[src/rtl/cttd_pkg.sv]
`timescale 1ns / 1ps
// ----------------------------------------------------------------------------
// cttd_pkg
// Shared constants and types for the capacitive touch transition detector.
// ----------------------------------------------------------------------------
package cttd_pkg;

  localparam int unsigned CntW     = 12;
  localparam int unsigned ShiftW   = 4;
  localparam int unsigned SumW     = 16;
  localparam int unsigned CalCntW  = 4;
  localparam int unsigned ApbAddrW = 3;
  localparam int unsigned ApbDataW = 32;

  localparam int unsigned CalWindows = 10;
  localparam int unsigned CalDivInt  = ((CalWindows % 16) == 0) ? 1 : (CalWindows % 16);
  localparam int unsigned CalShift   = 20;
  localparam int unsigned CalRecipInt = ((1 << CalShift) + CalDivInt - 1) / CalDivInt;
  localparam int unsigned RecipW     = CalShift + 1;
  localparam int unsigned ProdW      = SumW + RecipW;

  localparam logic [CalCntW-1:0] CalDiv   = CalCntW'(CalDivInt);
  localparam logic [RecipW-1:0]  CalRecip = RecipW'(CalRecipInt);

  localparam logic [CntW-1:0]  CntMax        = '1;
  localparam logic [SumW-1:0]  SumMax        = '1;
  localparam logic [CntW-1:0]  WinLenReset   = CntW'(1000);
  localparam logic [ShiftW-1:0] ThrShiftReset = ShiftW'(2);

  typedef enum logic [0:0] {
    RegWinLen   = 1'b0,
    RegThrShift = 1'b1
  } reg_idx_e;

  typedef struct packed {
    logic [CntW-1:0]   window_length;
    logic [ShiftW-1:0] threshold_shift;
  } cfg_t;

endpackage

[src/rtl/cttd_if.sv]
`timescale 1ns / 1ps
// ----------------------------------------------------------------------------
// cttd_if
// Handshake channels for comparator samples and touch results.
// ----------------------------------------------------------------------------
interface cttd_sample_if;
  logic valid;
  logic ready;
  logic comp_level;

  modport source (output valid, output comp_level, input ready);
  modport sink   (input valid, input comp_level, output ready);
endinterface

interface cttd_result_if;
  logic                     valid;
  logic                     ready;
  logic [cttd_pkg::CntW-1:0] activity;
  logic [cttd_pkg::CntW-1:0] baseline;
  logic                     touched;
  logic                     touch_changed;

  modport source (output valid, output activity, output baseline, output touched,
                  output touch_changed, input ready);
  modport sink   (input valid, input activity, input baseline, input touched,
                  input touch_changed, output ready);
endinterface

[src/rtl/cttd_apb_regs.sv]
`timescale 1ns / 1ps
// ----------------------------------------------------------------------------
// cttd_apb_regs
// APB configuration registers: window length and threshold shift.
// ----------------------------------------------------------------------------
module cttd_apb_regs (
  input  logic                              clk_i,
  input  logic                              rst_ni,
  input  logic                              psel,
  input  logic                              penable,
  input  logic                              pwrite,
  input  logic [cttd_pkg::ApbAddrW-1:0]     paddr,
  input  logic [cttd_pkg::ApbDataW-1:0]     pwdata,
  output logic [cttd_pkg::ApbDataW-1:0]     prdata,
  output logic                              pready,
  output cttd_pkg::cfg_t                    cfg_o
);

  logic [cttd_pkg::CntW-1:0]   win_len_q;
  logic [cttd_pkg::ShiftW-1:0] thr_shift_q;
  logic                        wr_en;
  cttd_pkg::reg_idx_e          reg_idx;

  assign pready  = 1'b1;
  assign wr_en   = psel & penable & pwrite;
  assign reg_idx = cttd_pkg::reg_idx_e'(paddr[2]);

  always_ff @(posedge clk_i or negedge rst_ni) begin
    if (!rst_ni) begin
      win_len_q   <= cttd_pkg::WinLenReset;
      thr_shift_q <= cttd_pkg::ThrShiftReset;
    end else if (wr_en) begin
      case (reg_idx)
        cttd_pkg::RegWinLen:   win_len_q   <= pwdata[cttd_pkg::CntW-1:0];
        cttd_pkg::RegThrShift: thr_shift_q <= pwdata[cttd_pkg::ShiftW-1:0];
        default: ;
      endcase
    end
  end

  always_comb begin
    case (reg_idx)
      cttd_pkg::RegWinLen:   prdata = cttd_pkg::ApbDataW'(win_len_q);
      cttd_pkg::RegThrShift: prdata = cttd_pkg::ApbDataW'(thr_shift_q);
      default:               prdata = '0;
    endcase
  end

  assign cfg_o.window_length   = win_len_q;
  assign cfg_o.threshold_shift = thr_shift_q;

endmodule

[src/rtl/cttd_detect_core.sv]
`timescale 1ns / 1ps
// ----------------------------------------------------------------------------
// cttd_detect_core
// Sample register, transition counting, calibration and touch decision,
// result register.
// ----------------------------------------------------------------------------
module cttd_detect_core (
  input  logic                   clk_i,
  input  logic                   rst_ni,
  input  cttd_pkg::cfg_t         cfg_i,
  cttd_sample_if.sink            sample_i,
  cttd_result_if.source          result_o
);

  localparam int unsigned CntW = cttd_pkg::CntW;

  // sample register
  logic s1_valid_q;
  logic s1_level_q;
  logic s1_fire;

  // window state
  logic                            prev_q, prev_d;
  logic [CntW-1:0]                 idx_q, idx_d;
  logic [CntW-1:0]                 cnt_q, cnt_d;
  logic [cttd_pkg::SumW-1:0]       sum_q, sum_d;
  logic [cttd_pkg::CalCntW-1:0]    cal_done_q, cal_done_d;
  logic                            cal_pend_q, cal_pend_d;
  logic [CntW-1:0]                 base_q, base_d;
  logic                            touch_q, touch_d;

  // result register
  logic            out_valid_q, out_valid_d;
  logic [CntW-1:0] act_q, base_out_q;
  logic            touched_q, changed_q;

  logic [CntW-1:0]             len;
  logic [CntW-1:0]             cnt_inc;
  logic [cttd_pkg::SumW:0]     sum_add;
  logic [CntW-1:0]             diff;
  logic [CntW-1:0]             thr;
  logic                        touched;
  logic                        res_fire;
  logic [cttd_pkg::ProdW-1:0]  prod;

  assign s1_fire        = s1_valid_q & (~out_valid_q | result_o.ready);
  assign sample_i.ready = ~s1_valid_q | s1_fire;

  always_ff @(posedge clk_i or negedge rst_ni) begin
    if (!rst_ni) begin
      s1_valid_q <= 1'b0;
    end else if (sample_i.ready) begin
      s1_valid_q <= sample_i.valid;
    end
  end

  always_ff @(posedge clk_i) begin
    if (sample_i.ready && sample_i.valid) begin
      s1_level_q <= sample_i.comp_level;
    end
  end

  assign len     = (cfg_i.window_length == '0) ? CntW'(1) : cfg_i.window_length;
  assign cnt_inc = ((s1_level_q != prev_q) && (cnt_q != cttd_pkg::CntMax)) ?
                   cnt_q + CntW'(1) : cnt_q;
  assign sum_add = {1'b0, sum_q} + (cttd_pkg::SumW + 1)'(cnt_inc);
  assign diff    = (cnt_inc >= base_q) ? cnt_inc - base_q : base_q - cnt_inc;
  assign thr     = base_q >> cfg_i.threshold_shift;
  assign touched = diff > thr;
  assign prod    = cttd_pkg::ProdW'(sum_q) * cttd_pkg::ProdW'(cttd_pkg::CalRecip);

  always_comb begin
    prev_d      = prev_q;
    idx_d       = idx_q;
    cnt_d       = cnt_q;
    sum_d       = sum_q;
    cal_done_d  = cal_done_q;
    cal_pend_d  = 1'b0;
    base_d      = base_q;
    touch_d     = touch_q;
    res_fire    = 1'b0;
    if (cal_pend_q) begin
      base_d = prod[cttd_pkg::CalShift +: CntW];
    end
    if (s1_fire) begin
      if (idx_q == '0) begin
        prev_d = s1_level_q;
        cnt_d  = '0;
        idx_d  = CntW'(1);
      end else begin
        prev_d = s1_level_q;
        if (idx_q < len) begin
          idx_d = idx_q + CntW'(1);
          cnt_d = cnt_inc;
        end else begin
          idx_d = '0;
          cnt_d = '0;
          if (cal_done_q < cttd_pkg::CalDiv) begin
            sum_d      = sum_add[cttd_pkg::SumW] ? cttd_pkg::SumMax
                                                 : sum_add[cttd_pkg::SumW-1:0];
            cal_done_d = cal_done_q + cttd_pkg::CalCntW'(1);
            cal_pend_d = (cal_done_d >= cttd_pkg::CalDiv);
          end else begin
            res_fire = 1'b1;
            touch_d  = touched;
          end
        end
      end
    end
  end

  always_ff @(posedge clk_i or negedge rst_ni) begin
    if (!rst_ni) begin
      prev_q     <= 1'b0;
      idx_q      <= '0;
      cnt_q      <= '0;
      sum_q      <= '0;
      cal_done_q <= '0;
      cal_pend_q <= 1'b0;
      base_q     <= '0;
      touch_q    <= 1'b0;
    end else begin
      prev_q     <= prev_d;
      idx_q      <= idx_d;
      cnt_q      <= cnt_d;
      sum_q      <= sum_d;
      cal_done_q <= cal_done_d;
      cal_pend_q <= cal_pend_d;
      base_q     <= base_d;
      touch_q    <= touch_d;
    end
  end

  always_comb begin
    out_valid_d = out_valid_q;
    if (res_fire) begin
      out_valid_d = 1'b1;
    end else if (result_o.ready) begin
      out_valid_d = 1'b0;
    end
  end

  always_ff @(posedge clk_i or negedge rst_ni) begin
    if (!rst_ni) begin
      out_valid_q <= 1'b0;
    end else begin
      out_valid_q <= out_valid_d;
    end
  end

  always_ff @(posedge clk_i) begin
    if (res_fire) begin
      act_q      <= cnt_inc;
      base_out_q <= base_q;
      touched_q  <= touched;
      changed_q  <= touched ^ touch_q;
    end
  end

  assign result_o.valid         = out_valid_q;
  assign result_o.activity      = act_q;
  assign result_o.baseline      = base_out_q;
  assign result_o.touched       = touched_q;
  assign result_o.touch_changed = changed_q;

`ifndef SYNTHESIS
  a_pend_at_cal_end: assert property (@(posedge clk_i) disable iff (!rst_ni)
    cal_pend_q |-> cal_done_q == cttd_pkg::CalDiv)
    else $error("baseline update without completed calibration");

  a_no_result_before_base: assert property (@(posedge clk_i) disable iff (!rst_ni)
    res_fire |-> !cal_pend_q && cal_done_q == cttd_pkg::CalDiv)
    else $error("result before baseline is settled");

  a_ref_clears_count: assert property (@(posedge clk_i) disable iff (!rst_ni)
    idx_q == '0 |-> cnt_q == '0)
    else $error("stale transition count at window start");

  a_touch_only_on_result: assert property (@(posedge clk_i) disable iff (!rst_ni)
    !res_fire |=> $stable(touch_q))
    else $error("touch state moved without a result");
`endif

endmodule

[src/rtl/cap_touch_transition_detector.sv]
`timescale 1ns / 1ps
// ----------------------------------------------------------------------------
// cap_touch_transition_detector
// Counts comparator transitions per window, calibrates a baseline over the
// first windows and flags touch when the count deviates from it.
// ----------------------------------------------------------------------------
// a result passes the sample and result registers after its closing request
// throughput: one sample request per cycle, stalled only by result back-pressure
// baseline is written via cal_pend_q after the last calibration window closes
// reset clears all window, calibration and touch state; registers return to
// window length 1000 and threshold shift 2
module cap_touch_transition_detector (
  input  logic                          clk_i,
  input  logic                          rst_ni,
  input  logic                          psel,
  input  logic                          penable,
  input  logic                          pwrite,
  input  logic [cttd_pkg::ApbAddrW-1:0] paddr,
  input  logic [cttd_pkg::ApbDataW-1:0] pwdata,
  output logic [cttd_pkg::ApbDataW-1:0] prdata,
  output logic                          pready,
  cttd_sample_if.sink                   sample_i,
  cttd_result_if.source                 result_o
);

  cttd_pkg::cfg_t cfg;

  cttd_apb_regs u_regs (
    .clk_i   (clk_i),
    .rst_ni  (rst_ni),
    .psel    (psel),
    .penable (penable),
    .pwrite  (pwrite),
    .paddr   (paddr),
    .pwdata  (pwdata),
    .prdata  (prdata),
    .pready  (pready),
    .cfg_o   (cfg)
  );

  cttd_detect_core u_core (
    .clk_i    (clk_i),
    .rst_ni   (rst_ni),
    .cfg_i    (cfg),
    .sample_i (sample_i),
    .result_o (result_o)
  );

endmodule

[src/flat_wrapper.sv]
// flat-port wrapper written by rule: the top's interface ports become plain ports
module cap_touch_transition_detector_flat 
  (clk_i, rst_ni, psel, penable, pwrite, paddr, pwdata, prdata, pready, sample_i_valid, sample_i_comp_level, sample_i_ready, result_o_valid, result_o_activity, result_o_baseline, result_o_touched, result_o_touch_changed, result_o_ready);
  cttd_sample_if sample_i_i ();
  cttd_result_if result_o_i ();
  input  logic clk_i;
  input  logic rst_ni;
  input  logic psel;
  input  logic penable;
  input  logic pwrite;
  input  logic [cttd_pkg::ApbAddrW-1:0] paddr;
  input  logic [cttd_pkg::ApbDataW-1:0] pwdata;
  output logic [cttd_pkg::ApbDataW-1:0] prdata;
  output logic pready;
  input wire logic [$bits(sample_i_i.valid)-1:0] sample_i_valid;
  input wire logic [$bits(sample_i_i.comp_level)-1:0] sample_i_comp_level;
  output wire logic [$bits(sample_i_i.ready)-1:0] sample_i_ready;
  output wire logic [$bits(result_o_i.valid)-1:0] result_o_valid;
  output wire logic [$bits(result_o_i.activity)-1:0] result_o_activity;
  output wire logic [$bits(result_o_i.baseline)-1:0] result_o_baseline;
  output wire logic [$bits(result_o_i.touched)-1:0] result_o_touched;
  output wire logic [$bits(result_o_i.touch_changed)-1:0] result_o_touch_changed;
  input wire logic [$bits(result_o_i.ready)-1:0] result_o_ready;
  assign sample_i_i.valid = sample_i_valid;
  assign sample_i_i.comp_level = sample_i_comp_level;
  assign sample_i_ready = sample_i_i.ready;
  assign result_o_valid = result_o_i.valid;
  assign result_o_activity = result_o_i.activity;
  assign result_o_baseline = result_o_i.baseline;
  assign result_o_touched = result_o_i.touched;
  assign result_o_touch_changed = result_o_i.touch_changed;
  assign result_o_i.ready = result_o_ready;
  cap_touch_transition_detector u_core (.clk_i(clk_i), .rst_ni(rst_ni), .psel(psel), .penable(penable), .pwrite(pwrite), .paddr(paddr), .pwdata(pwdata), .prdata(prdata), .pready(pready), .sample_i(sample_i_i), .result_o(result_o_i));
endmodule
[config.mk]
export PLATFORM = sky130hd
export DESIGN_NAME = cap_touch_transition_detector_flat
export DESIGN_NICKNAME = d
export VERILOG_FILES = /design/src/rtl/cttd_pkg.sv /design/src/rtl/cttd_if.sv /design/src/rtl/cttd_apb_regs.sv /design/src/rtl/cttd_detect_core.sv /design/src/rtl/cap_touch_transition_detector.sv /design/src/flat_wrapper.sv
export SDC_FILE = /design/constraint.sdc
export NUM_CORES = 1
export LEC_CHECK = 0
export BUFFER_PORTS_ARGS = -buffer_cell sky130_fd_sc_hd__buf_2
export CORE_MARGIN = 3
export CORE_UTILIZATION = 62
export DETAILED_ROUTE_END_ITERATION = 10
export PLACE_DENSITY = 0.83
export SYNTH_ARGS = -nofsm -noshare
export SYNTH_HDL_FRONTEND = slang
export SYNTH_HIERARCHICAL = 1
export SYNTH_SLANG_ARGS = --single-unit
[constraint.sdc]
create_clock -name clk_i -period 7.3 [get_ports clk_i]
set_input_delay 0.365 -clock clk_i [delete_from_list [all_inputs] [get_ports clk_i]]
set_output_delay 0.365 -clock clk_i [all_outputs]
set_load 0.02 [all_outputs]
# [Word level (Yosys, flattened, before mapping)]
# Index checks and enable logic that the tools add are counted.
[word_totals] regBits=104 latch_bits=0 ramBits=0 mem_bits_ro=0 input_bits=43 out_inout_bits=61 wordCells=72 mem_count=0
[classes] add_sub_neg=6 mul=1 n_div=0 magnitude_cmp=5 eq_ne=2 shift=1 muxes=19 bitwise_logic=12 n_reduce_logical=9
[ops] cell="$mux W12" n=7
[ops] cell="$pmux W32 S2" n=1
[ops] cell="$mul A16 B16 Y31 const B" n=1
[ops] cell="$add A12 B1 Y12 const B" n=2
[ops] cell="$logic_not A12 Y1" n=2
[ops] cell="$sub A12 B12 Y12" n=2
[ops] cell="$add A16 B12 Y17" n=1
[ops] cell="$mux W16" n=1
[ops] cell="$ge A12 B12 Y1" n=1
[ops] cell="$gt A12 B12 Y1" n=1
[ops] cell="$lt A12 B12 Y1" n=1
[ops] cell="$ne A12 B12 Y1 const B" n=1
[ops] cell="$shr A12 B4 Y12" n=1
[ops] cell="$mux W1" n=10
[ops] cell="$reduce_and A4 Y1" n=2
[ops] cell="$not A1 Y1" n=6
[ops] cell="$add A4 B1 Y4 const B" n=1
[ops] cell="$ge A4 B4 Y1 const B" n=1
[ops] cell="$lt A4 B4 Y1 const B" n=1
[ops] cell="$reduce_and A2 Y1" n=2
[ops] cell="$and A1 B1 Y1" n=3
[ops] cell="$logic_and A1 B1 Y1" n=2
[ops] cell="$or A1 B1 Y1" n=2
[ops] cell="$reduce_bool A2 Y1" n=1
[ops] cell="other kinds (2)" n=2

# [Depth between registers and ports, before layout]
# Gate-level depths: netlist (run 1).
[logic_depth] depth_word=7 ltp_mapped=27 depth_no_buf=25

# [Cells and area by module]
# Netlist (run 1), hierarchy kept.
[by_module_without_submodules] module="cttd_detect_core" n_inst=1 cells_each=1141 area_per_inst_um2=10603.9 seq_area_each_um2=2337.2
[by_module_without_submodules] module="cttd_apb_regs" n_inst=1 cells_each=71 area_per_inst_um2=933.4 seq_area_each_um2=409.1

# [Worst setup path before layout (run 1)]
# No wires, ideal clock.
[synth_timing] kind="register -> register" start="register u_core.u_core.cnt_q[0]" end="register u_core.u_core.changed_q, in the netlist u_core/u_core/result_o.touch_changed, data pin" setup_time_ns=0.264 t_arrival_ns=5.555 t_required_ns=7.036 slack_ns=1.481 path_stages_with_launch=27 n_path_buf=3 synth_period_minus_slack_ns=5.819 path_cell_list="dfrtp_1 -> ha_1 -> nand2_1 -> o41ai_1 -> nor2_1 -> nand4_1 -> nor2_1 -> xor2_1 -> ha_1 -> clkbuf_1 -> nand4_1 -> o31a_1 -> a31oi_1 -> a221o_1 -> clkbuf_1 -> buf_2 -> a21oi_1 -> xor2_1 -> ha_1 -> a21o_1 -> a21o_1 -> a21o_1 -> a21oi_1 -> o21ai_0 -> a211oi_1 -> nor2_1 -> xor2_1"
[synth_between] elab_chain_cells=7 word_cells_on_any_way=10 cone_classes="3 x add/sub; 2 x order compare; 1 x eq/ne; 2 x mux; 1 x bitwise; 1 x reduce/logical"
[synth_rtl] item="start, declared" line_no="cttd_detect_core.sv:25" text="logic [CntW-1:0] cnt_q, cnt_d;"
[synth_rtl] item="start signal, assigned" line_no="cttd_detect_core.sv:125" text="cnt_q <= cnt_d;"
[synth_rtl] item="branches (longest 2 deep; another with $add A12 B1 Y12)"
[synth_rtl] item="$mux W12 *" line_no="cttd_detect_core.sv:64" text="assign cnt_inc = ((s1_level_q != prev_q) && (cnt_q != cttd_pkg::CntMax)) ?"
[synth_rtl] item="via u_core.u_core.cnt_inc[7]" line_no="cttd_detect_core.sv:38" text="logic [CntW-1:0] cnt_inc;"
[synth_rtl] item="$sub A12 B12 Y12 or $ge A12 B12 Y1 (tied branches)" line_no="cttd_detect_core.sv:67" text="assign diff = (cnt_inc >= base_q) ? cnt_inc - base_q : base_q - cnt_inc;"
[synth_rtl] item="$mux W12 *" line_no="cttd_detect_core.sv:67"
[synth_rtl] item="$gt A12 B12 Y1 *" line_no="cttd_detect_core.sv:69" text="assign touched = diff > thr;"
[synth_rtl] item="via u_core.u_core.touched" line_no="cttd_detect_core.sv:42" text="logic touched;"
[synth_rtl] item="$xor A1 B1 Y1 *" line_no="cttd_detect_core.sv:156" text="changed_q <= touched ^ touch_q;"
[synth_rtl] item="end signal, assigned" line_no="cttd_detect_core.sv:156"
[synth_rtl] item="end, declared" line_no="cttd_detect_core.sv:35" text="logic touched_q, changed_q;"
# Mark *: on every way through the listed nets, which the timed path passes.
# A chain may end at the register's enable or synchronous reset.

# [Final worst setup path (run 1)]
[layout_timing] start="register u_core.u_core.s1_level_q" end="register u_core.u_core.changed_q, in the netlist u_core/u_core/result_o.touch_changed, data pin"
[layout_between] elab_chain_cells=7 word_cells_on_any_way=9 cone_classes="2 x add/sub; 2 x order compare; 1 x eq/ne; 2 x mux; 1 x bitwise; 1 x reduce/logical"
[layout_rtl] item="start, declared" line_no="cttd_detect_core.sv:19" text="logic s1_level_q;"
[layout_rtl] item="start signal, assigned" line_no="cttd_detect_core.sv:59" text="s1_level_q <= sample_i.comp_level;"
[layout_rtl] item="$ne A1 B1 Y1 *" line_no="cttd_detect_core.sv:64"
[layout_rtl] item="$logic_and A1 B1 Y1 *" line_no="cttd_detect_core.sv:64"
[layout_rtl] item="$mux W12 *" line_no="cttd_detect_core.sv:64"
[layout_rtl] item="via u_core.u_core.cnt_inc[7]" line_no="cttd_detect_core.sv:38"
[layout_rtl] item="$sub A12 B12 Y12 or $ge A12 B12 Y1 (tied branches)" line_no="cttd_detect_core.sv:67"
[layout_rtl] item="$mux W12 *" line_no="cttd_detect_core.sv:67"
[layout_rtl] item="$gt A12 B12 Y1 *" line_no="cttd_detect_core.sv:69"
[layout_rtl] item="via u_core.u_core.touched" line_no="cttd_detect_core.sv:42"
[layout_rtl] item="$xor A1 B1 Y1 *" line_no="cttd_detect_core.sv:156"
# The timed path passes the listed nets; every way through them passes the cells marked *.

==> flow_results.xml, run 1 <==
<?xml version="1.0" encoding="UTF-8"?>
<metrics>
  <group name="run_status">
    <metric name="run_status" unit="">complete, no violations</metric>
  </group>
  <group name="clocking">
    <metric name="number_of_hold_buffers_added_after_cts" unit="">0</metric>
    <metric name="post_cts_setup_buffer_count" unit="">0</metric>
    <metric name="cts-buffers-inserted" unit="">9</metric>
    <metric name="htree_num_levels" unit="">3</metric>
    <metric name="post_cts.resized_instances" unit="">0</metric>
    <metric name="clk_path_buf_depth" unit="">2</metric>
    <metric name="cts_num_sinks" unit="">104</metric>
    <metric name="clk_pin_slew_worst_paths" unit="ns">0.08</metric>
    <metric name="cts_tree" unit="">yes</metric>
    <metric name="root_cell_of_the_clock_tree" unit="">clkbuf_16</metric>
    <metric name="clock_insertion_delay_at_the_later_pin_of_the_skew_report" unit="ns">0.36</metric>
  </group>
  <group name="sta">
    <metric name="final_worst_path_cycle_share" unit="%">91.7</metric>
    <metric name="finalCriticalPeriod" unit="ns">6.69</metric>
    <metric name="slew_viol_final" unit="">0</metric>
    <metric name="clock_skew" unit="ns">0.0172</metric>
    <metric name="timing.setup.tns" unit="ns">0</metric>
    <metric name="clock.fmax" unit="GHz">0.149</metric>
    <metric name="rsz0062_at_grt" unit="">false</metric>
    <metric name="hold_viol" unit="">0</metric>
    <metric name="timing_worst_slew_pin_value" unit="ns">1.02</metric>
    <metric name="setup_violations" unit="">0</metric>
    <metric name="slew_headroom" unit="%">31.8</metric>
  </group>
  <group name="grt">
    <metric name="first_global_vias" unit="">8720</metric>
    <metric name="grt_usage" unit="%">26.8</metric>
    <metric name="first_pass_grt_wire_length" unit="mm">43.4</metric>
    <metric name="grt_max_degree" unit="">78</metric>
    <metric name="grt_antenna_before_repair" unit="">0</metric>
    <metric name="grt_overflow_total" unit="">0</metric>
  </group>
  <group name="yosys">
    <metric name="ys_top_cells_by_area" unit="">ha_1 (20%), dfrtp_1 (15%), fa_1 (15%), edfxtp_1 (7.0%), inv_1 (6.7%)</metric>
    <metric name="synth_seq_cells" unit="">104</metric>
    <metric name="postSynth.asyncResetShare" unit="%">74.0</metric>
    <metric name="post_synthesis_adder_cell_area_fraction" unit="%">34.9</metric>
    <metric name="netlist_instances" unit="">1212</metric>
    <metric name="area_fraction_in_and_or_nand_and_nor_cells_after_synthesis" unit="%">11.3</metric>
    <metric name="synth_area_per_cell" unit="um2">9.52</metric>
    <metric name="synth_sequential_area_ratio" unit="%">23.8</metric>
    <metric name="post_synth_xor_area_fraction" unit="%">3.95</metric>
    <metric name="synth_compound_gate_area_share" unit="%">12.5</metric>
    <metric name="synth_mux_area_share" unit="%">4.45</metric>
    <metric name="synth_edf_count" unit="">27</metric>
    <metric name="synth_top_family_by_area" unit="">adder cells</metric>
    <metric name="synth.cell_area" unit="um2">11500</metric>
    <metric name="ys.warnings.count" unit="">6</metric>
    <metric name="prevailing_post_synth_register_cell" unit="">dfrtp_1</metric>
    <metric name="synth_unique_cells" unit="">76</metric>
    <metric name="largest_area_contributor_in_the_netlist" unit="">ha_1</metric>
    <metric name="area_fraction_of_the_dominant_cell_type_after_synthesis" unit="%">20.2</metric>
  </group>
  <group name="worst_setup_path">
    <metric name="top_delay_family_on_crit_path" unit="">compound AO/OA/AOI/OAI gates</metric>
    <metric name="crit_path_max_incr_delay" unit="ns">0.65</metric>
    <metric name="critical_path.n_buffers_inverters" unit="">1</metric>
    <metric name="cell_count_of_the_worst_reg_to_reg_path" unit="">24</metric>
    <metric name="path_class" unit="">flip-flop to flip-flop</metric>
    <metric name="worst_path_most_repeated_cell" unit="">xor2_1</metric>
    <metric name="crit_slowest_cell" unit="">a221o_1</metric>
    <metric name="crit_chain" unit="">xor2_1 -&gt; o41ai_1 -&gt; buf_4 -&gt; nor2_1 -&gt; nand4_1 -&gt; nor2_1 -&gt; xor2_1 -&gt; ha_1 -&gt; nand4_1 -&gt; o31a_1 -&gt; a31oi_1 -&gt; a221o_1 -&gt; nor3_1 -&gt; a21oi_1 -&gt; xor2_1 -&gt; ha_1 -&gt; a21o_1 -&gt; a21o_1 -&gt; a21o_1 -&gt; a21oi_1 -&gt; o21ai_0 -&gt; a211oi_1 -&gt; nor2_1 -&gt; xor2_1</metric>
    <metric name="worstSetupEndpointType" unit="">flip-flop</metric>
    <metric name="worstSetupStartpointType" unit="">flip-flop</metric>
    <metric name="worst-r2r-setup-slack" unit="ns">0.61</metric>
    <metric name="crit_path_max_fanout" unit="">17</metric>
    <metric name="cp.depth" unit="">24</metric>
    <metric name="worst_ep_arrival_time" unit="ns">6.79</metric>
    <metric name="required" unit="ns">7.40</metric>
  </group>
  <group name="detailed_routing">
    <metric name="detail_route.iter0.violations" unit="">768</metric>
    <metric name="drt_wl_total" unit="mm">26.5</metric>
    <metric name="vias" unit="">8952</metric>
    <metric name="route.antenna.remaining_nets" unit="">0</metric>
    <metric name="wire_length_per_cell_after_detailed_routing" unit="um">17.7</metric>
    <metric name="remaining_drc_errors" unit="">0</metric>
    <metric name="first_pass_iters" unit="">6</metric>
    <metric name="vias_per_cell" unit="">5.99</metric>
  </group>
  <group name="floorplan">
    <metric name="core" unit="um2">18100</metric>
    <metric name="core.rowCount" unit="">49</metric>
    <metric name="boundary_pin_count" unit="">104</metric>
    <metric name="die_width" unit="um">142</metric>
    <metric name="die_area" unit="um2">20300</metric>
    <metric name="die_boundary_height" unit="um">142</metric>
    <metric name="starting_density" unit="%">63.6</metric>
  </group>
  <group name="placed_design">
    <metric name="weighted_congestion_reported_at_the_end_of_routability_driven_placement" unit="">0.996</metric>
    <metric name="hpwl" unit="mm">21.0</metric>
    <metric name="port_buffers" unit="">60</metric>
  </group>
  <group name="layout">
    <metric name="fraction_of_final_layout_cells_with_drive_strength_greater_than_1" unit="%">10.2</metric>
    <metric name="syn2layout_area_growth" unit="%">6.45</metric>
    <metric name="finalNetCount" unit="">1574</metric>
    <metric name="antenna_cells_inserted" unit="">0</metric>
    <metric name="final_util" unit="%">67.7</metric>
    <metric name="fillCellCount" unit="">1350</metric>
  </group>
  <group name="worst_hold_path">
    <metric name="worst_hold_path_type" unit="">input pin to asynchronous set/reset pin</metric>
  </group>
  <group name="job">
    <metric name="max_cap_violations" unit="">0</metric>
  </group>
</metrics>
==> layout by cell type, fill, tap and decap left out, types with 4 or more instances in the layout <==
cell	synthesis	routed
a21o_1	19	19
inv_1	206	206
nand2b_1	9	9
nand3b_1	5	5
o211ai_1	4	4
nand3_1	23	23
and3_1	10	10
o21a_1	6	6
conb_1	2	21
buf_4	22	4
dfstp_2	7	7
nor2b_1	17	17
o21ai_0	68	68
nand2_1	87	87
ha_1	186	186
clkbuf_16	0	10
nor3_1	14	14
edfxtp_1	27	27
dfrtp_1	70	70
or2_2	5	5
o22ai_1	4	4
a211oi_1	5	5
a2111oi_0	4	4
a31oi_1	13	13
mux2i_1	16	16
nor2_1	58	57
nand4_1	13	13
mux2_2	14	14
xnor2_1	28	28
nor4_1	5	5
a21oi_1	56	56
mux2_4	10	10
xor2_1	24	24
o31ai_1	8	8
fa_1	84	84
buf_2	3	59
and2_1	6	6
==> logic make-up (layout without fill, tap and decap cells) <==
kind of cell    after synthesis  in the layout
fa+ha+maj                   272            272
simple gates                265            265
buf+inv                     252            287
compound gates              223            223
flops                       104            104
xor+xnor                     52             52
mux                          42             42
other cells                   2             21
==> registers in the layout, summed over array words and instances (netlist names), 4 cells and up <==
signal and cells:
u_core/u_core/result_o.baseline 12, u_core/u_core/idx_q 12, u_core/u_core/cnt_q 12, u_core/u_regs/win_len_q 12, u_core/u_core/result_o.activity 12, u_core/u_core/sum_q 16, u_core/u_core/base_q 12, u_core/u_core/cal_done_q 4
u_core/u_regs/thr_shift_q 4
==> cells in the mapped netlist, drive strengths merged (3+ instances only) <==
library cell and number:
a2111oi 6, a211o 3, a211oi 6, a21o 19
a21oi 56, a311o 3, a31oi 13, and2 6
and3 10, buf 28, clkbuf 16, dfrtp 70
dfstp 7, edfxtp 27, fa 84, ha 186
inv 206, mux2 24, mux2i 16, nand2 87
nand2b 9, nand3 24, nand3b 5, nand4 14
nor2 58, nor2b 17, nor3 14, nor4 5
o211ai 4, o21a 7, o21ai 69, o21bai 3
o22ai 4, o31ai 9, or2 5, or3 3
or4 3, xnor2 28, xor2 24
==> stage by stage <==
| step | std cells | hold WS [ns] | setup slack, ns | instance area [um2] |
|---|---|---|---|---|
| 6_report | 1495 | 0.183 | 0.608 | 12300 |
| 5_1_grt | 1495 | 0.179 | 0.224 | 12300 |
| 4_1_cts | 1495 | 0.181 | 0.805 | 12300 |
| 3_5_place_dp | 1479 | 0.479 | 0.895 | 12000 |
| 3_3_place_gp | 1479 | 0.466 | 1.02 | 12000 |
| 2_1_floorplan | 1231 | 0.0694 | 1.48 | 11600 |
==> routing by layer <==
| metal | routed length [um] | global-route usage, % | vias to the layer above |
|---|---|---|---|
| met1 | 11500 | 37.7 | 4380 |
| li1 | - | - | 4188 |
| met2 | 12500 | 43.7 | 332 |
| met3 | 1850 | 4.23 | 52 |
| met5 | 0 | 0 | - |
| met4 | 645 | 6.70 | 0 |
==> worst paths after layout <==
path / start / to
worst max-delay path: u_core/u_core/s1_level_q / u_core/u_core/result_o.touch_changed
worst min-delay path: rst_ni / u_core/u_regs/win_len_q[11]
worst max register to register: u_core/u_core/s1_level_q / u_core/u_core/result_o.touch_changed
worst min register to register: u_core/u_core/cal_done_q[3] / u_core/u_core/cal_done_q[3]
max in group asynchronous: rst_ni / u_core/u_core/base_q[2]
min in group clk_i: sample_i_comp_level / u_core/u_core/s1_level_q
==> worst reg2reg max path, cell delays in order (launching register included) <==
cell	delay, ns
edfxtp_1	0.40
xor2_1	0.52
o41ai_1	0.19
buf_4	0.20
nor2_1	0.24
nand4_1	0.29
nor2_1	0.26
xor2_1	0.44
ha_1	0.36
nand4_1	0.19
o31a_1	0.34
a31oi_1	0.36
a221o_1	0.65
nor3_1	0.12
a21oi_1	0.17
xor2_1	0.20
ha_1	0.27
a21o_1	0.17
a21o_1	0.17
a21o_1	0.16
a21oi_1	0.13
o21ai_0	0.12
a211oi_1	0.25
nor2_1	0.10
xor2_1	0.14
==> area by class of cell <==
class / instances / area, um2 / share of cell area [%]
Clock buffer: 10 / 250 / 2.04
Multi-Input combinational cell: 875 / 7830 / 63.7
Sequential cell: 104 / 2750 / 22.4
Inverter: 208 / 781 / 6.36
Clock inverter: 6 / 67.6 / 0.550
Tap cell: 229 / 287 / 2.33
Timing Repair Buffer: 63 / 325 / 2.65
Power of run 1 is not shown: default switching activity piles up to over one toggle a cycle in this logic, so the estimate is an artifact.
==> run 2, diff against run 1 <==
--- a/config.mk
+++ b/config.mk
@@ -7,9 +7,10 @@
 export LEC_CHECK = 0
 export BUFFER_PORTS_ARGS = -buffer_cell sky130_fd_sc_hd__buf_2
 export CORE_MARGIN = 3
-export CORE_UTILIZATION = 62
+export CORE_UTILIZATION = 56
 export DETAILED_ROUTE_END_ITERATION = 10
-export PLACE_DENSITY = 0.83
+export PLACE_DENSITY = 0.79
+export SKIP_LAST_GASP = 1
 export SYNTH_ARGS = -nofsm -noshare
 export SYNTH_HDL_FRONTEND = slang
 export SYNTH_HIERARCHICAL = 1
==> constraint.sdc (replaced) <==
create_clock -name clk_i -period 5.6 [get_ports clk_i]
set_input_delay 0.28 -clock clk_i [delete_from_list [all_inputs] [get_ports clk_i]]
set_output_delay 0.28 -clock clk_i [all_outputs]
set_load 0.02 [all_outputs]
==> run 2 against run 1 <==
Setup slack worse by 0.46 ns. Non-clock buffer count up 89. Via count up 3.8%. Final area up 8.7%. Worst hold slack worse by 0.12 ns. Die area up 10%.
==> flow_results.xml, run 2 (same netlist as run 1, synthesis figures left out) <==
<?xml version="1.0" encoding="UTF-8"?>
<metrics>
  <group name="floorplan">
    <metric name="starting_density" unit="%">58.1</metric>
    <metric name="die_area" unit="um2">22400</metric>
    <metric name="die_width" unit="um">150</metric>
    <metric name="core" unit="um2">19800</metric>
    <metric name="core.rowCount" unit="">51</metric>
    <metric name="boundary_pin_count" unit="">104</metric>
    <metric name="die_boundary_height" unit="um">150</metric>
  </group>
  <group name="layout">
    <metric name="antenna_cells_inserted" unit="">0</metric>
    <metric name="fraction_of_final_layout_cells_with_drive_strength_greater_than_1" unit="%">20.7</metric>
    <metric name="layout_common_cells" unit="">inv_1 (202), ha_1 (172), buf_4 (93), nand2_1 (86), fa_1 (83)</metric>
    <metric name="multi_input_comb_area" unit="um2">8200</metric>
    <metric name="finalNetCount" unit="">1663</metric>
    <metric name="largest_register_ffs" unit="">16</metric>
    <metric name="ff_latch_area" unit="um2">2760</metric>
    <metric name="fillCellCount" unit="">1518</metric>
    <metric name="fin_area" unit="um2">13300</metric>
    <metric name="regMostFlops" unit="">u_core/u_core/sum_q</metric>
    <metric name="final_common_cell" unit="">inv_1</metric>
    <metric name="syn2layout_area_growth" unit="%">15.7</metric>
  </group>
  <group name="detailed_routing">
    <metric name="route.met3.wl" unit="mm">2.07</metric>
    <metric name="vias_per_cell" unit="">5.73</metric>
    <metric name="first_pass_iters" unit="">6</metric>
    <metric name="wl_met2" unit="mm">13.8</metric>
    <metric name="drt_wl_total" unit="mm">29.1</metric>
    <metric name="wl_met1" unit="mm">12.2</metric>
    <metric name="remaining_drc_errors" unit="">0</metric>
    <metric name="route.top_layer_used" unit="">met4</metric>
    <metric name="route.antenna.remaining_nets" unit="">0</metric>
    <metric name="detail_route.iter0.violations" unit="">791</metric>
    <metric name="vias" unit="">9290</metric>
    <metric name="wire_length_per_cell_after_detailed_routing" unit="um">17.9</metric>
  </group>
  <group name="grt">
    <metric name="grt_overflow_total" unit="">0</metric>
    <metric name="first_global_vias" unit="">9308</metric>
    <metric name="first_pass_grt_wire_length" unit="mm">46.6</metric>
    <metric name="grt_usage" unit="%">26.3</metric>
    <metric name="grt_max_degree" unit="">78</metric>
    <metric name="grt_antenna_before_repair" unit="">0</metric>
  </group>
  <group name="clocking">
    <metric name="cts-buffers-inserted" unit="">9</metric>
    <metric name="root_cell_of_the_clock_tree" unit="">clkbuf_16</metric>
    <metric name="cts_tree" unit="">yes</metric>
    <metric name="clk_path_buf_depth" unit="">2</metric>
    <metric name="cts_num_sinks" unit="">104</metric>
    <metric name="htree_num_levels" unit="">3</metric>
    <metric name="clk_pin_slew_worst_paths" unit="ns">0.08</metric>
    <metric name="number_of_hold_buffers_added_after_cts" unit="">0</metric>
    <metric name="clock_insertion_delay_at_the_later_pin_of_the_skew_report" unit="ns">0.36</metric>
  </group>
  <group name="sta">
    <metric name="timing_worst_slew_pin_value" unit="ns">1.23</metric>
    <metric name="hold_viol" unit="">0</metric>
    <metric name="clock.fmax" unit="GHz">0.183</metric>
    <metric name="setup_ws" unit="ns">0.146</metric>
    <metric name="hold-worst-slack" unit="ns">0.0648</metric>
    <metric name="clock_skew" unit="ns">0.00830</metric>
    <metric name="setup_violations" unit="">0</metric>
    <metric name="finalCriticalPeriod" unit="ns">5.45</metric>
    <metric name="final_worst_path_cycle_share" unit="%">97.4</metric>
    <metric name="slew_viol_final" unit="">0</metric>
    <metric name="slew_headroom" unit="%">17.7</metric>
    <metric name="rsz0062_at_grt" unit="">true</metric>
  </group>
  <group name="worst_setup_path">
    <metric name="top_delay_family_on_crit_path" unit="">adder cells</metric>
    <metric name="worstSetupEndpointType" unit="">flip-flop</metric>
    <metric name="path_class" unit="">flip-flop to flip-flop</metric>
    <metric name="crit_slowest_cell" unit="">fa_1</metric>
    <metric name="crit_path_max_fanout" unit="">4</metric>
    <metric name="crit_chain" unit="">ha_1 -&gt; inv_1 -&gt; fa_1 -&gt; fa_1 -&gt; fa_1 -&gt; inv_1 -&gt; fa_1 -&gt; fa_1 -&gt; ha_4 -&gt; and3_1 -&gt; nand4_1 -&gt; nor4_1 -&gt; buf_4 -&gt; o31ai_4 -&gt; a21oi_2 -&gt; a21oi_2 -&gt; xor2_1 -&gt; mux2i_1</metric>
    <metric name="worstSetupStartpointType" unit="">flip-flop</metric>
    <metric name="critical_path.n_buffers_inverters" unit="">3</metric>
    <metric name="required" unit="ns">5.81</metric>
    <metric name="crit_path_max_incr_delay" unit="ns">0.58</metric>
    <metric name="worst_ep_arrival_time" unit="ns">5.66</metric>
    <metric name="worst_path_most_repeated_cell" unit="">fa_1</metric>
  </group>
  <group name="placed_design">
    <metric name="hpwl" unit="mm">22.7</metric>
    <metric name="placed_area" unit="um2">12600</metric>
    <metric name="weighted_congestion_reported_at_the_end_of_routability_driven_placement" unit="">0.969</metric>
    <metric name="port_buffers" unit="">60</metric>
    <metric name="place_worst_setup_slack" unit="ns">-0.286</metric>
  </group>
  <group name="worst_hold_path">
    <metric name="worst_hold_path_type" unit="">input pin to asynchronous set/reset pin</metric>
  </group>
  <group name="run_status">
    <metric name="run_status" unit="">complete, no violations</metric>
  </group>
  <group name="job">
    <metric name="max_cap_violations" unit="">0</metric>
  </group>
</metrics>
==> run 2: changes by cell type in the layout (fill, tap and decap cells not counted), sizes merged <==
cell      delta
clkinvlp     +2
clkinv       -1
clkbuf       -1
buf         +89
==> run 2: stage by stage <==
stage | setup TNS, ns | util [%] | cells
after floorplan | 0 | - | 1231
after global placement | -0.144 | 63.4 | 1590
after detailed placement | -1.28 | 63.4 | 1590
after CTS | -0.0157 | 65.2 | 1607
after global routing | -0.223 | 67.3 | 1620
final | 0 | 67.3 | 1620
==> run 2: final cells by class <==
type,instances,area share (%)
flip-flops and latches,104,20.6
clock buffers,9,1.69
inverters,208,5.85
repair buffers,152,7.44
clock inverters,7,0.487
multi-input cells,875,61.4
well taps,265,2.48
==> run 2: what timing repair did <==
item                       CTS  global route
buffers inserted             1            13
pin swaps                    1            40
hold endpoints to repair     0             0
gates resized for setup     13            60
setup endpoints to repair   12            14
==> run 2: routing by layer <==
layer,GRT usage (%),up-vias
li1,-,4362
met1,35.6,4514
met2,42.4,350
met3,5.36,64
met4,8.74,0
met5,0,-
==> run 2: final timing paths <==
check	startpoint	endpoint	slack [ns]	cells past startpoint
worst min-delay path	rst_ni	u_core/u_core/touch_q	0.06	1
min in group clk_i	sample_i_comp_level	u_core/u_core/s1_level_q	0.09	1
worst max register to register	u_core/u_core/sum_q[8]	u_core/u_core/base_q[5]	0.15	18
worst min register to register	u_core/u_core/cal_done_q[3]	u_core/u_core/cal_done_q[3]	0.53	2
worst max-delay path	u_core/u_core/sum_q[8]	u_core/u_core/base_q[5]	0.15	18
max in group asynchronous	rst_ni	u_core/u_core/sum_q[4]	4.83	1
Power of run 2 is left out for the same reason.
